==> src/hdl/rotation_matrix_to_quaternion_assert.svh <==
// assertion macros for the rotation matrix to quaternion block
`ifndef ROTATION_MATRIX_TO_QUATERNION_ASSERT_SVH
`define ROTATION_MATRIX_TO_QUATERNION_ASSERT_SVH
`ifndef SYNTHESIS
`define RMQ_ASSERT_IMPL(label, clk, rst_n, a, c) \
  label: assert property (@(posedge clk) disable iff (!rst_n) (a) |-> (c)) \
    else $error("rmq assertion failed");
`define RMQ_ASSERT_NEXT(label, clk, rst_n, a, c) \
  label: assert property (@(posedge clk) disable iff (!rst_n) (a) |=> (c)) \
    else $error("rmq assertion failed");
`else
`define RMQ_ASSERT_IMPL(label, clk, rst_n, a, c)
`define RMQ_ASSERT_NEXT(label, clk, rst_n, a, c)
`endif
`endif

==> src/hdl/rmq_pkg.sv <==
// shared constants for the rotation matrix to quaternion block
package rmq_pkg;
  localparam logic [1:0] BR_TRACE = 2'd0;
  localparam logic [1:0] BR_X = 2'd1;
  localparam logic [1:0] BR_Y = 2'd2;
  localparam logic [1:0] BR_Z = 2'd3;
  localparam int unsigned QW = 16;
  localparam int unsigned NW = 18;
  localparam int unsigned SW = 19;
endpackage

==> src/hdl/rmq_sqrt_cell.sv <==
// one restoring square root step, radicand digit pair per stage
module rmq_sqrt_cell
  import rmq_pkg::*;
#(
  parameter int unsigned RW = 48,
  parameter int unsigned STEP = 0
) (
  input  logic          clk,
  input  logic          en,
  input  logic [RW-1:0] rem_in,
  input  logic [RW-1:0] root_in,
  output logic [RW-1:0] rem_r,
  output logic [RW-1:0] root_r
);
  localparam int unsigned SH = RW - 2 - 2*STEP;
  logic [RW-1:0] bitv, trial;
  always_comb begin
    bitv = {{(RW-1){1'b0}}, 1'b1} << SH;
    trial = root_in + bitv;
  end
  always_ff @(posedge clk) begin
    if (en) begin
      if (rem_in >= trial) begin
        rem_r <= rem_in - trial;
        root_r <= (root_in >> 1) + bitv;
      end else begin
        rem_r <= rem_in;
        root_r <= root_in >> 1;
      end
    end
  end
endmodule

==> config.mk <==
export PLATFORM = sky130hd
export DESIGN_NAME = rmq_sqrt_cell
export DESIGN_NICKNAME = d
export VERILOG_FILES = /design/src/hdl/rotation_matrix_to_quaternion_assert.svh /design/src/hdl/rmq_pkg.sv /design/src/hdl/rmq_sqrt_cell.sv
export SDC_FILE = /design/constraint.sdc
export NUM_CORES = 1
export LEC_CHECK = 0
export BUFFER_PORTS_ARGS = -buffer_cell sky130_fd_sc_hd__buf_2
export CORE_MARGIN = 10
export CORE_UTILIZATION = 53
export DETAILED_ROUTE_END_ITERATION = 7
export GPL_ROUTABILITY_DRIVEN = 1
export PLACE_DENSITY = 0.8
export SYNTH_ARGS = -nofsm -noshare
export SYNTH_HDL_FRONTEND = slang
export SYNTH_SLANG_ARGS = --single-unit
export TNS_END_PERCENT = 100
==> constraint.sdc <==
create_clock -name clk -period 3.9 [get_ports clk]
set_clock_uncertainty 0.2 [all_clocks]
set_input_delay 0.39 -clock clk [delete_from_list [all_inputs] [get_ports clk]]
set_output_delay 0.39 -clock clk [all_outputs]
set_load 0.02 [all_outputs]
# Yosys cells after proc, flatten, opt, wreduce, memory -nomap -nowiden
# Cells that the tools add are included.
# word_totals
reg_bits,96
inputBits,98
out_inout_bits,96
elab_cells,9
# op_classes
addsub,3
n_lt_le_gt_ge,1
n_mux,2
# op_table
op,count
$add A47 B47 Y48 const B,1
$add A48 B47 Y48 const B,1
$ge A48 B48 Y1,1
$mux W48,1
$sub A48 B48 Y48,1
$mux W47,1

# Depth between registers and ports, before layout
# depth
ltp_word,3
depth_mapped,13
depth_no_buf,12

# Worst setup path before layout
# OpenSTA, ideal clock, no wires.
# synth_path
kind,input -> register
start,in rem_in[0]
end,"reg rem_r[0], data pin"
arrival_time_ps,2492
required_ps,3433
slack_ps,941
path_stages,12
cell_sequence,inv_1 -> ha_1 -> fa_1 -> and2b_1 -> o2111ai_2 -> a21bo_2 -> a31oi_1 -> o2111ai_1 -> nand4_1 -> buf_2 -> buf_1 -> a21oi_1
# synth_between
elab_chain_cells,2
word_cells_on_any_way,3
# synth_lines
element,line_no,text
from (decl),rmq_sqrt_cell.sv:10,"input logic [RW-1:0] rem_in,"
$sub A48 B48 Y48 / $ge A48 B48 Y1 (equally long branches),"rmq_sqrt_cell.sv:24, rmq_sqrt_cell.sv:23",
$mux W48 *,rmq_sqrt_cell.sv:23,if (rem_in >= trial) begin
to (signal assigned),rmq_sqrt_cell.sv:24,rem_r <= rem_in - trial;
to (signal assigned),rmq_sqrt_cell.sv:27,rem_r <= rem_in;
to (decl),rmq_sqrt_cell.sv:12,"output logic [RW-1:0] rem_r,"
# Every way passes the cells marked *; elsewhere a longest branch is shown, timed or not.
# A chain may end at the register's enable or synchronous reset.

# Worst setup path after layout
# layout_path
start,in rem_in[0]
end,"reg rem_r[43], data pin"
# The elaborated chain is that of the path after synthesis.

==> metrics.md <==
| Metric | Value |
|---|---|
| # hold bufs at CTS | 0 |
| Clock power frac | about a quarter |
| Status | finished clean |
| Total Routed Length | roughly 17 mm |
| Nets@finish | 1000 |
| Die height | between 100 and 150 um |
| Post-CTS Setup Inserts | 0 |
| H-tree levels | 3 |
| Die width | approximately 130 um |
| Flop pwr share | a little over two fifths |
| Area Overhead vs Synth | 20.5% |
| Final setup violation count | 0 |
| Crit Path Max Fanout | between 50 and 60 |
| Port Buf Inserts | ~190 |
| Top cell type's share of synthesized area | between 40 and 50% |
| Starting Density | between 50% and 60% |
| Worst hold-check path type | input port to register |
| Hold path endpoint | root_r[28]$_DFFE_PP_ |
| Seq/Total Area, Yosys | about 45% |
| Mapped cell area | between 6000 and 7000 um2 |
| Final Cycle Share | around 80% |
| Cell-internal power | 2.10 mW |
| Max Cap Viol | 0 |
| Cells after DPL | around 1000 |
| Row count | 40 |
| Seq cells post-synth | 96 |
| IO Pins | around 190 |
| PwrDens | between 400 and 500 nW/um2 |
| Clock sinks | 96 |
| Vias in the first global route | ~5600 |
| First-pass GRT wire length | ~26 mm |
| Post-detailed-route count of antenna-violating nets | 0 |
| Final TNS setup | 0 ns |
| Asr flop ratio synth | 0% |
| DRT Pass-1 Iters | 5 |
| Distinct cell type count after synthesis | 68 |
| Post-cts sizing count | 0 |
| Initial DRC Count | between 300 and 400 |
| Switching fraction of total power | about a third |
| Least-Margin Pin Slew | roughly 0.85 ns |
| HP Start | root_in[29] |
| Avg Cell Area, Syn | 9.60 um2 |
| Die footprint | about 17000 um2 |
| Layout Cells excl Fill | roughly 1000 |
| Switch Pwr | 1.07 mW |
| DR WL/cell | roughly 17 um |
| Detail Placement HPWL | roughly 14 mm |
| Via count | 5510 |
| # diodes | 0 |
| GR peak layer | met2 |
| Syn_nets | roughly 820 |
| Core ar. | ~12000 um2 |
| Place WS | roughly 0.43 ns |
| Kind of critical path | input port to register |
| WHS | roughly 0.024 ns |
| Root buf cell | clkbuf_16 |
| Startpoint Class | input port |
| Gate count of the mapped netlist | slightly below 700 |
| Final WS setup | between 0.7 and 0.8 ns |
| Fraction of layout instances using a drive strength above 1 | between 20% and 30% |
| Top-count cell post-synth | a21oi_1 |
| Post-Place Cell Area | approximately 7500 um2 |
| Crit path DAT | between 3 and 4 ns |
| F_max | approximately 320 MHz |
| M3 GR Usage | under 10% |
| Gr usage total | a little under a fifth |
| Gpl congestion | roughly 0.9 |
| Period minus WS final | slightly above 3 ns |
| Most instantiated cells after synthesis | 98 x a21oi_1, 96 x edfxtp_1, 78 x nor2_1 |
| Comb pwr share | roughly 33% |
| Grt ovf | 0 |
| Slew Limit Fails | 0 |
| DR vias/cell | about 5.5 |
| Fin util | between 60% and 70% |
| Post-synth EDFFs | 96 |
| VDD IR max | 0.195 mV |
| Initial antenna violation count | 0 |
| Count of final hold-check violations | 0 |
| Cts bufs inserted | 9 |
| Leak Pwr | approximately 3.5 nW |
| Synthesis Warnings | 0 |
| Post-route cell area | approximately 8000 um2 |
| Clock transition at path regs | ~0.07 ns |
| M2 GR Usage | about 33% |
| Top cell type by total area after synthesis | edfxtp_1 |
| Largest net degree at the start of global routing | 68 |
| Clk buf depth | 2 |
| Final Power | 3.17 mW |
| TritonCTS clock tree | yes |
| CP Capture Type | register |
| GR Util met1 | between 20% and 30% |
| CP required | between 3 and 4 ns |
| Hold Crit Depth | 1 |
| Synth top area cells | edfxtp_1 45%, ha_1 9.3%, a21oi_1 7.6%, nor2_1 4.5%, xnor2_1 3.5% |
| RSZ-0062 raised after global routing | false |
| Most used flip-flop cell after synthesis | edfxtp_1 |
| Relative slew slack | 43.5% |
| Post-route DRC | 0 |
## cell type report
type                       instances  area (um2)
clock buffer                       9         225
clock inverter                     5        26.3
fill                            1019        4160
inverter                          59         221
multi-input combinational        490        3230
sequential                        96        2880
tap                              147         184
timing repair buffer             197        1020
## flip-flops by register name, indices dropped and copies added (netlist names)
register and count:
root_r 48, rem_r 48
## power groups by stage
stage	logic (mW)	clock network, mW	registers [mW]
3_3_place_gp	1.04	0	1.34
6_report	1.05	0.796	1.32
5_1_grt	1.16	0.837	1.33
3_5_place_dp	1.05	0	1.34
4_1_cts	1.06	0.808	1.32
2_1_floorplan	0.553	0	1.51
## worst max-delay path, stage by stage
cell	delay, ns
buf_2	0.09
inv_1	0.04
ha_1	0.21
fa_1	0.41
and2b_1	0.24
o2111ai_2	0.17
a21bo_2	0.26
a31oi_1	0.21
o2111ai_1	0.12
nand4_1	0.21
buf_12	0.27
inv_2	0.12
a211oi_1	0.20
nor3_1	0.07
## cell usage in the layout (no fill, tap or decap), types with 3 or more instances in the layout
| cell type | count |
|---|---|
| clkinv_2 | 3 |
| clkbuf_16 | 9 |
| a21oi_1 | 98 |
| nand3_1 | 10 |
| nand4_1 | 12 |
| and2_1 | 3 |
| xor2_1 | 17 |
| o21a_1 | 6 |
| nand2_1 | 44 |
| edfxtp_1 | 96 |
| nand2b_1 | 3 |
| nand2_2 | 3 |
| or3_1 | 4 |
| nor3_1 | 7 |
| and4_1 | 4 |
| nor2_1 | 78 |
| a31oi_1 | 5 |
| ha_1 | 48 |
| a21oi_2 | 4 |
| inv_1 | 58 |
| o31ai_1 | 3 |
| o21ai_1 | 9 |
| buf_4 | 3 |
| and3_1 | 5 |
| buf_2 | 192 |
| o21bai_1 | 7 |
| a21o_1 | 20 |
| xnor2_1 | 26 |
| a211oi_1 | 4 |
| o21ai_0 | 21 |
## metal layers
metal / vias up / share of wire [%] / wire, um
met5: - / 0 / 0
met4: 0 / 2.2 / 365
met3: 24 / 7.3 / 1240
met2: 188 / 49 / 8250
met1: 2486 / 42 / 7110
li1: 2812 / - / -
## cell families after synthesis
family | share of synthesized area [%]
xor+xnor | 5.82
flops | 44.5
fa+ha+maj | 9.59
buf+inv | 5.47
simple gates | 13.2
mux | 0.348
compound gates | 21.0
## how the worst max path moves through the flow
| stage | startpoint | cells after the start | end |
|---|---|---|---|
| after global placement | rem_in[0] | 14 | rem_r[47]$_DFFE_PP_ |
| after floorplan | rem_in[0] | 12 | rem_r[0]$_DFFE_PP_ |
| after CTS | rem_in[0] | 14 | rem_r[43]$_DFFE_PP_ |
| after global routing | rem_in[0] | 14 | rem_r[43]$_DFFE_PP_ |
| after detailed placement | rem_in[0] | 14 | rem_r[43]$_DFFE_PP_ |
| final | rem_in[0] | 14 | rem_r[43]$_DFFE_PP_ |
Note: power is estimated with default switching activity, not from simulation.
