--- config.mk ---
export PLATFORM = sky130hd
export DESIGN_NAME = rmq_div_cell
export DESIGN_NICKNAME = d
export VERILOG_FILES = /design/src/hdl/rotation_matrix_to_quaternion_assert.svh /design/src/hdl/rmq_pkg.sv /design/src/hdl/rmq_div_cell.sv
export SDC_FILE = /design/constraint.sdc
export NUM_CORES = 1
export LEC_CHECK = 0
export ABC_CLOCK_PERIOD_IN_PS = 1700
export BUFFER_PORTS_ARGS = -buffer_cell sky130_fd_sc_hd__buf_2
export CAP_MARGIN = 30
export CORE_AREA = 4 4 244 246
export DETAILED_ROUTE_END_ITERATION = 6
export DIE_AREA = 0 0 248 250
export SLEW_MARGIN = 20
export SYNTH_ARGS = -nofsm -noshare
export SYNTH_HDL_FRONTEND = slang
export SYNTH_SLANG_ARGS = --single-unit
--- constraint.sdc ---
create_clock -name clk -period 1.7 [get_ports clk]
set_input_delay 0.255 -clock clk [delete_from_list [all_inputs] [get_ports clk]]
set_output_delay 0.255 -clock clk [all_outputs]
set_load 0.005 [all_outputs]
--- src/hdl/rotation_matrix_to_quaternion_assert.svh ---
// assertion macros for the rotation matrix to quaternion block
`ifndef ROTATION_MATRIX_TO_QUATERNION_ASSERT_SVH
`define ROTATION_MATRIX_TO_QUATERNION_ASSERT_SVH
`ifndef SYNTHESIS
`define RMQ_ASSERT_IMPL(label, clk, rst_n, a, c) \
  label: assert property (@(posedge clk) disable iff (!rst_n) (a) |-> (c)) \
    else $error("rmq assertion failed");
`define RMQ_ASSERT_NEXT(label, clk, rst_n, a, c) \
  label: assert property (@(posedge clk) disable iff (!rst_n) (a) |=> (c)) \
    else $error("rmq assertion failed");
`else
`define RMQ_ASSERT_IMPL(label, clk, rst_n, a, c)
`define RMQ_ASSERT_NEXT(label, clk, rst_n, a, c)
`endif
`endif

--- src/hdl/rmq_pkg.sv ---
// shared constants for the rotation matrix to quaternion block
package rmq_pkg;
  localparam logic [1:0] BR_TRACE = 2'd0;
  localparam logic [1:0] BR_X = 2'd1;
  localparam logic [1:0] BR_Y = 2'd2;
  localparam logic [1:0] BR_Z = 2'd3;
  localparam int unsigned QW = 16;
  localparam int unsigned NW = 18;
  localparam int unsigned SW = 19;
endpackage

--- src/hdl/rmq_div_cell.sv ---
// one restoring division step for three numerators sharing a divisor
module rmq_div_cell
  import rmq_pkg::*;
#(
  parameter int unsigned DW = 48,
  parameter int unsigned STEP = 0
) (
  input  logic             clk,
  input  logic             en,
  input  logic [DW-1:0]    d,
  input  logic [2:0][DW-1:0] rem_in,
  input  logic [2:0][DW-1:0] q_in,
  output logic [2:0][DW-1:0] rem_r,
  output logic [2:0][DW-1:0] q_r
);
  localparam int unsigned SH = DW - 1 - STEP;
  logic [2*DW-1:0] ds;
  always_comb ds = {{DW{1'b0}}, d} << SH;
  always_ff @(posedge clk) begin
    if (en) begin
      for (int k = 0; k < 3; k++) begin
        if ({{DW{1'b0}}, rem_in[k]} >= ds) begin
          rem_r[k] <= rem_in[k] - ds[DW-1:0];
          q_r[k] <= q_in[k] | ({{(DW-1){1'b0}}, 1'b1} << SH);
        end else begin
          rem_r[k] <= rem_in[k];
          q_r[k] <= q_in[k];
        end
      end
    end
  end
endmodule

Word level (Yosys, flattened, before mapping):

Index checks and enable logic that the tools add are counted.

* add/subtract/negate cells: 3
* mux-type cells: 3
* magnitude comparators: 3

Operators with widths (count)
* $ge A48 B95 Y1: 3
* $mux W48: 3
* $sub A48 B48 Y48: 3

* register bits after elaboration: 288
* word-level logic and storage cells: 18
* bits of input ports: 338
* output and inout port bits: 288

Depth between registers and ports, before layout:

* depth after elaboration: 2
* gate-level depth with buffers: 7
* gate-level depth less buffers: 7

Worst setup path before layout:

No wires, ideal clock.

* path type: in2reg
* start point: input rem_in[47] (netlist bit)
* end point: register rem_r[47] (netlist bit), data pin
* data arrival time: 1.273 ns
* stages: 7
* setup time: 0.258 ns
* setup slack: 0.169 ns
* cells stage by stage: inv_1 ha_1 nor4b_1 nand4_1 o31ai_1 nand2_1 mux2i_1

* cells in the longest elaborated chain, start to end: 2
* elaborated cells on any way between the ends: 3
* those cells by class: add/sub: 1; order compare: 1; mux: 1

RTL lines
* from (decl): RTL line rmq_div_cell.sv:11 `input logic [2:0][DW-1:0] rem_in,`
* $ge A48 B95 Y1 or $sub A48 B48 Y48 (tied branches): RTL line rmq_div_cell.sv:22, rmq_div_cell.sv:23
* $mux W48 (*): RTL line rmq_div_cell.sv:22 `if ({{DW{1'b0}}, rem_in[k]} >= ds) begin`
* to (signal, indexed assignment): RTL line rmq_div_cell.sv:23 `rem_r[k] <= rem_in[k] - ds[DW-1:0];`
* to (signal, indexed assignment): RTL line rmq_div_cell.sv:26 `rem_r[k] <= rem_in[k];`
* to (decl): RTL line rmq_div_cell.sv:13 `output logic [2:0][DW-1:0] rem_r,`

Mark *: on every way between the ends. The rest lies on a longest branch, timed or not.
A chain may end at the register's enable or synchronous reset.

Worst setup path in the final report:

* start point: input rem_in[91] (netlist bit)
* end point: register rem_r[95] (netlist bit), data pin

The elaborated chain is that of the path after synthesis.

==> tab_implementation.tex <==
\begin{tabular}{lr}
\hline
Metric & Value \\
\hline
\multicolumn{2}{l}{\textbf{Outcome}} \\
Run status & finished, violations left \\
Failing checks & setup timing \\
\multicolumn{2}{l}{\textbf{STA}} \\
RSZ-0062 raised after global routing & true \\
Final worst-path setup slack & -7.83 ps \\
Max transition margin & 0.652 \\
Final TNS setup & -7.83 ps \\
Endpoints failing hold & 0 \\
Number of max-slew violations in the final report & 0 \\
Final Critical Period & 1710 ps \\
Actual slew at the worst max-slew pin & 522 ps \\
Maximum clock frequency & 586 MHz \\
Final cycle utilization of the critical path & 1.00 \\
Final setup violating endpoints & 1 \\
\multicolumn{2}{l}{\textbf{Drt}} \\
Routed length per instance & 18.3 um \\
Via density per instance & 3.64 \\
Number of DRC markers after the initial detailed-route iteration & 342 \\
Remaining antenna violation count after routing & 0 \\
Post-detailed-routing wire length & between 30,000 and 40,000 um \\
Detailed-route via count & a little under 8k \\
DRT Pass-1 Iters & 4 \\
DRC violations left & 0 \\
\multicolumn{2}{l}{\textbf{Yosys}} \\
Avg Cell Area, Syn & 25.1 um2 \\
Post-synthesis sequential element count & 288 \\
Gate count after technology mapping & 367 \\
Yosys warnings & 0 \\
Largest area contributor in the synthesized netlist & edfxtp\_1 \\
Net count after synthesis & 708 \\
Share of the synthesized area in the top cell type & 0.941 \\
Library cells used by synthesis & 14 \\
Share of the yosys chip area belonging to registers & 0.941 \\
Mapped cell area & 0.00919 mm2 \\
Largest cells by area after synthesis & edfxtp\_1 (94\%), nor4\_1 (2.9\%), nand4\_1 (0.82\%), ha\_1 (0.41\%), mux2i\_1 (0.33\%) \\
\multicolumn{2}{l}{\textbf{Placement}} \\
I/O Buffers & $\sim$630 \\
Detailed-placement wirelength estimate & 27,900 um \\
Area post-placement & 0.0137 mm2 \\
\# placed instances & 1,808 \\
Routability Congestion & a little over 0.9 \\
\multicolumn{2}{l}{\textbf{Critical path}} \\
Required time worst endpoint & 1970 ps \\
Data arrival time of the critical path & 1980 ps \\
Total buffers and inverters traversed by the critical path & 3 \\
Maximum fanout along the worst path & 2 \\
Delay contributed by the slowest stage of the critical path & between 500 and 600 ps \\
Critical path capture point type & register \\
Category of the critical setup timing path & input pin to register \\
Nature of the critical path startpoint & input pin \\
Cell type of the slowest stage on the worst timing path & dlygate4sd3\_1 \\
Critical path cell sequence & dlygate4sd3\_1 -> buf\_2 -> nor4\_4 -> buf\_4 -> nand4\_1 -> o31ai\_1 -> nand2\_1 -> mux2i\_1 \\
Critical path's top delay family & buffers and inverters \\
\multicolumn{2}{l}{\textbf{Finish}} \\
Net total in the final layout & 1,700 \\
Total non-filler cell area in the finished layout & $\sim$0.018 mm2 \\
Layout Area Growth over Synthesis & 95.3\% \\
Share of layout cells above drive strength 1 & 0.539 \\
Final cell count without fillers & 2,155 \\
Post-layout utilization of the core & 0.313 \\
\multicolumn{2}{l}{\textbf{Power and ir drop}} \\
Clock network power share & 0.422 \\
Power per cell area & slightly above 1000 mW/mm2 \\
Largest voltage drop on the vdd net & about 0.87 mV \\
Net switching power & 0.00399 W \\
Internal power contribution & approximately 0.014 W \\
Sequential cell fraction of total power & 0.466 \\
Fraction of power consumed by combinational cells & 0.112 \\
Leakage power summed over all cells & around 7.5 nW \\
Fraction of power spent switching nets & 0.216 \\
\multicolumn{2}{l}{\textbf{Die}} \\
Vert. Die Dim & about 250 um \\
IO Pins & 626 \\
Area inside the core boundary & 0.0574 mm2 \\
Effective utilization at floorplan & 0.160 \\
Die outline area & just over 0.06 mm2 \\
Die width & between 200 and 250 um \\
Row Count & 88 \\
\multicolumn{2}{l}{\textbf{Global route}} \\
Number of global-route vias before repair & roughly 8.8k \\
GRT Residual Overflow & 0 \\
Global-route met2 utilization & 0.220 \\
First-pass GRT wire length & 54,100 um \\
M1 GR Usage & 0.113 \\
Overall routing resource usage & 0.119 \\
Grt peak-use layer & met2 \\
Met3 GRT Util & 0.0420 \\
Maximum number of pins on one net before global-route repair & 47 \\
Number of antenna violations at the first check in global routing & 10 \\
\multicolumn{2}{l}{\textbf{Clock tree}} \\
TritonCTS sink count & 288 \\
CTS Root Buffer Type & clkbuf\_16 \\
Htree depth & 2 \\
Inserted Clock Buffers & 34 \\
CTS Buffer Depth & 3 \\
Clock tree from TritonCTS & built \\
CTS clk-pin slew, worst paths & 50 ps \\
\multicolumn{2}{l}{\textbf{Run}} \\
Count of max-cap constraint violations & 0 \\
\multicolumn{2}{l}{\textbf{Hold path}} \\
Type of the most critical hold path & input pin to register \\
\hline
\end{tabular}
-- final timing paths --
kind,startpoint,end,cells past startpoint
max,rem_in[91],rem_r[95],8
min,q_in[95],q_r[95],2
-- cell families after synthesis --
logic type | count (synthesis) | share of synthesized area
flip-flops | 288 | 0.941
buffers and inverters | 3 | 0.00122
AND/OR/NAND/NOR | 67 | 0.0483
multiplexers | 3 | 0.00327
adder cells (fa/ha/maj) | 3 | 0.00408
AO/OA/AOI/OAI | 3 | 0.00245
-- placed cells by master (no fill, tap or decap), types with 6 or more instances in the layout --
cell	synthesis	final
buf_2	0	620
edfxtp_1	288	288
dlygate4sd3_1	0	282
buf_4	0	44
clkbuf_16	0	37
nor4_1	43	29
nand4_1	12	12
nor4_2	1	9
nor4_4	0	6
bufinv_16	0	6
-- layer usage --
layer / routed length, um / vias to the layer above / part of all wire
met4: 2130 / 4 / 0.054
met3: 3980 / 89 / 0.10
li1: - / 3565 / -
met1: 13000 / 3707 / 0.33
met5: 24 / - / 0.00061
met2: 20300 / 478 / 0.51
-- power groups by stage --
stage / combinational, W / sequential (W) / clock [W]
finish: 0.00206 / 0.00861 / 0.00779
global route: 0.00222 / 0.00865 / 0.00842
CTS: 0.00201 / 0.00860 / 0.00808
detailed placement: 0.00149 / 0.00874 / 0
global placement: 0.00148 / 0.00873 / 0
floorplan: 0.0000383 / 0.00882 / 0
-- per-stage QoR --
step                      setup slack (ps)  hold WS [ps]  power, W
after CTS                             5.14          1.92    0.0187
after global placement                -303           432    0.0102
final                                -7.83          40.1    0.0185
after global routing                 -50.0          9.52    0.0193
after detailed placement              -268           433    0.0102
after floorplan                        169           354   0.00886
-- cell type report --
cell class                      count  area (um2)
Clock inverter                     22         277
Antenna cell                        5        12.5
Fill cell                        5583       39400
Inverter                            3        11.3
Sequential cell                   288        8650
Multi-Input combinational cell     76         694
Tap cell                          765         957
Clock buffer                       40         937
Timing Repair Buffer              956        6420
-- flip-flops by register name, indices dropped and copies added (netlist names) --
signal	cells
q_r	144
rem_r	144
-- what timing repair did --
item,in CTS,in global routing
buffers inserted,0,0
setup endpoints to repair,0,6
resized for setup,0,27
hold buffers,284,0
hold endpoints to repair,284,0
-- synth_stat cells, drive strengths merged --
cell type  count
o31ai          3
edfxtp       288
nor4b          3
inv            3
nand2          3
nand4         12
nor4          44
nor3           2
ha             3
mux2i          3
or2b           3
No activity file was read; power rests on OpenSTA's default activity.
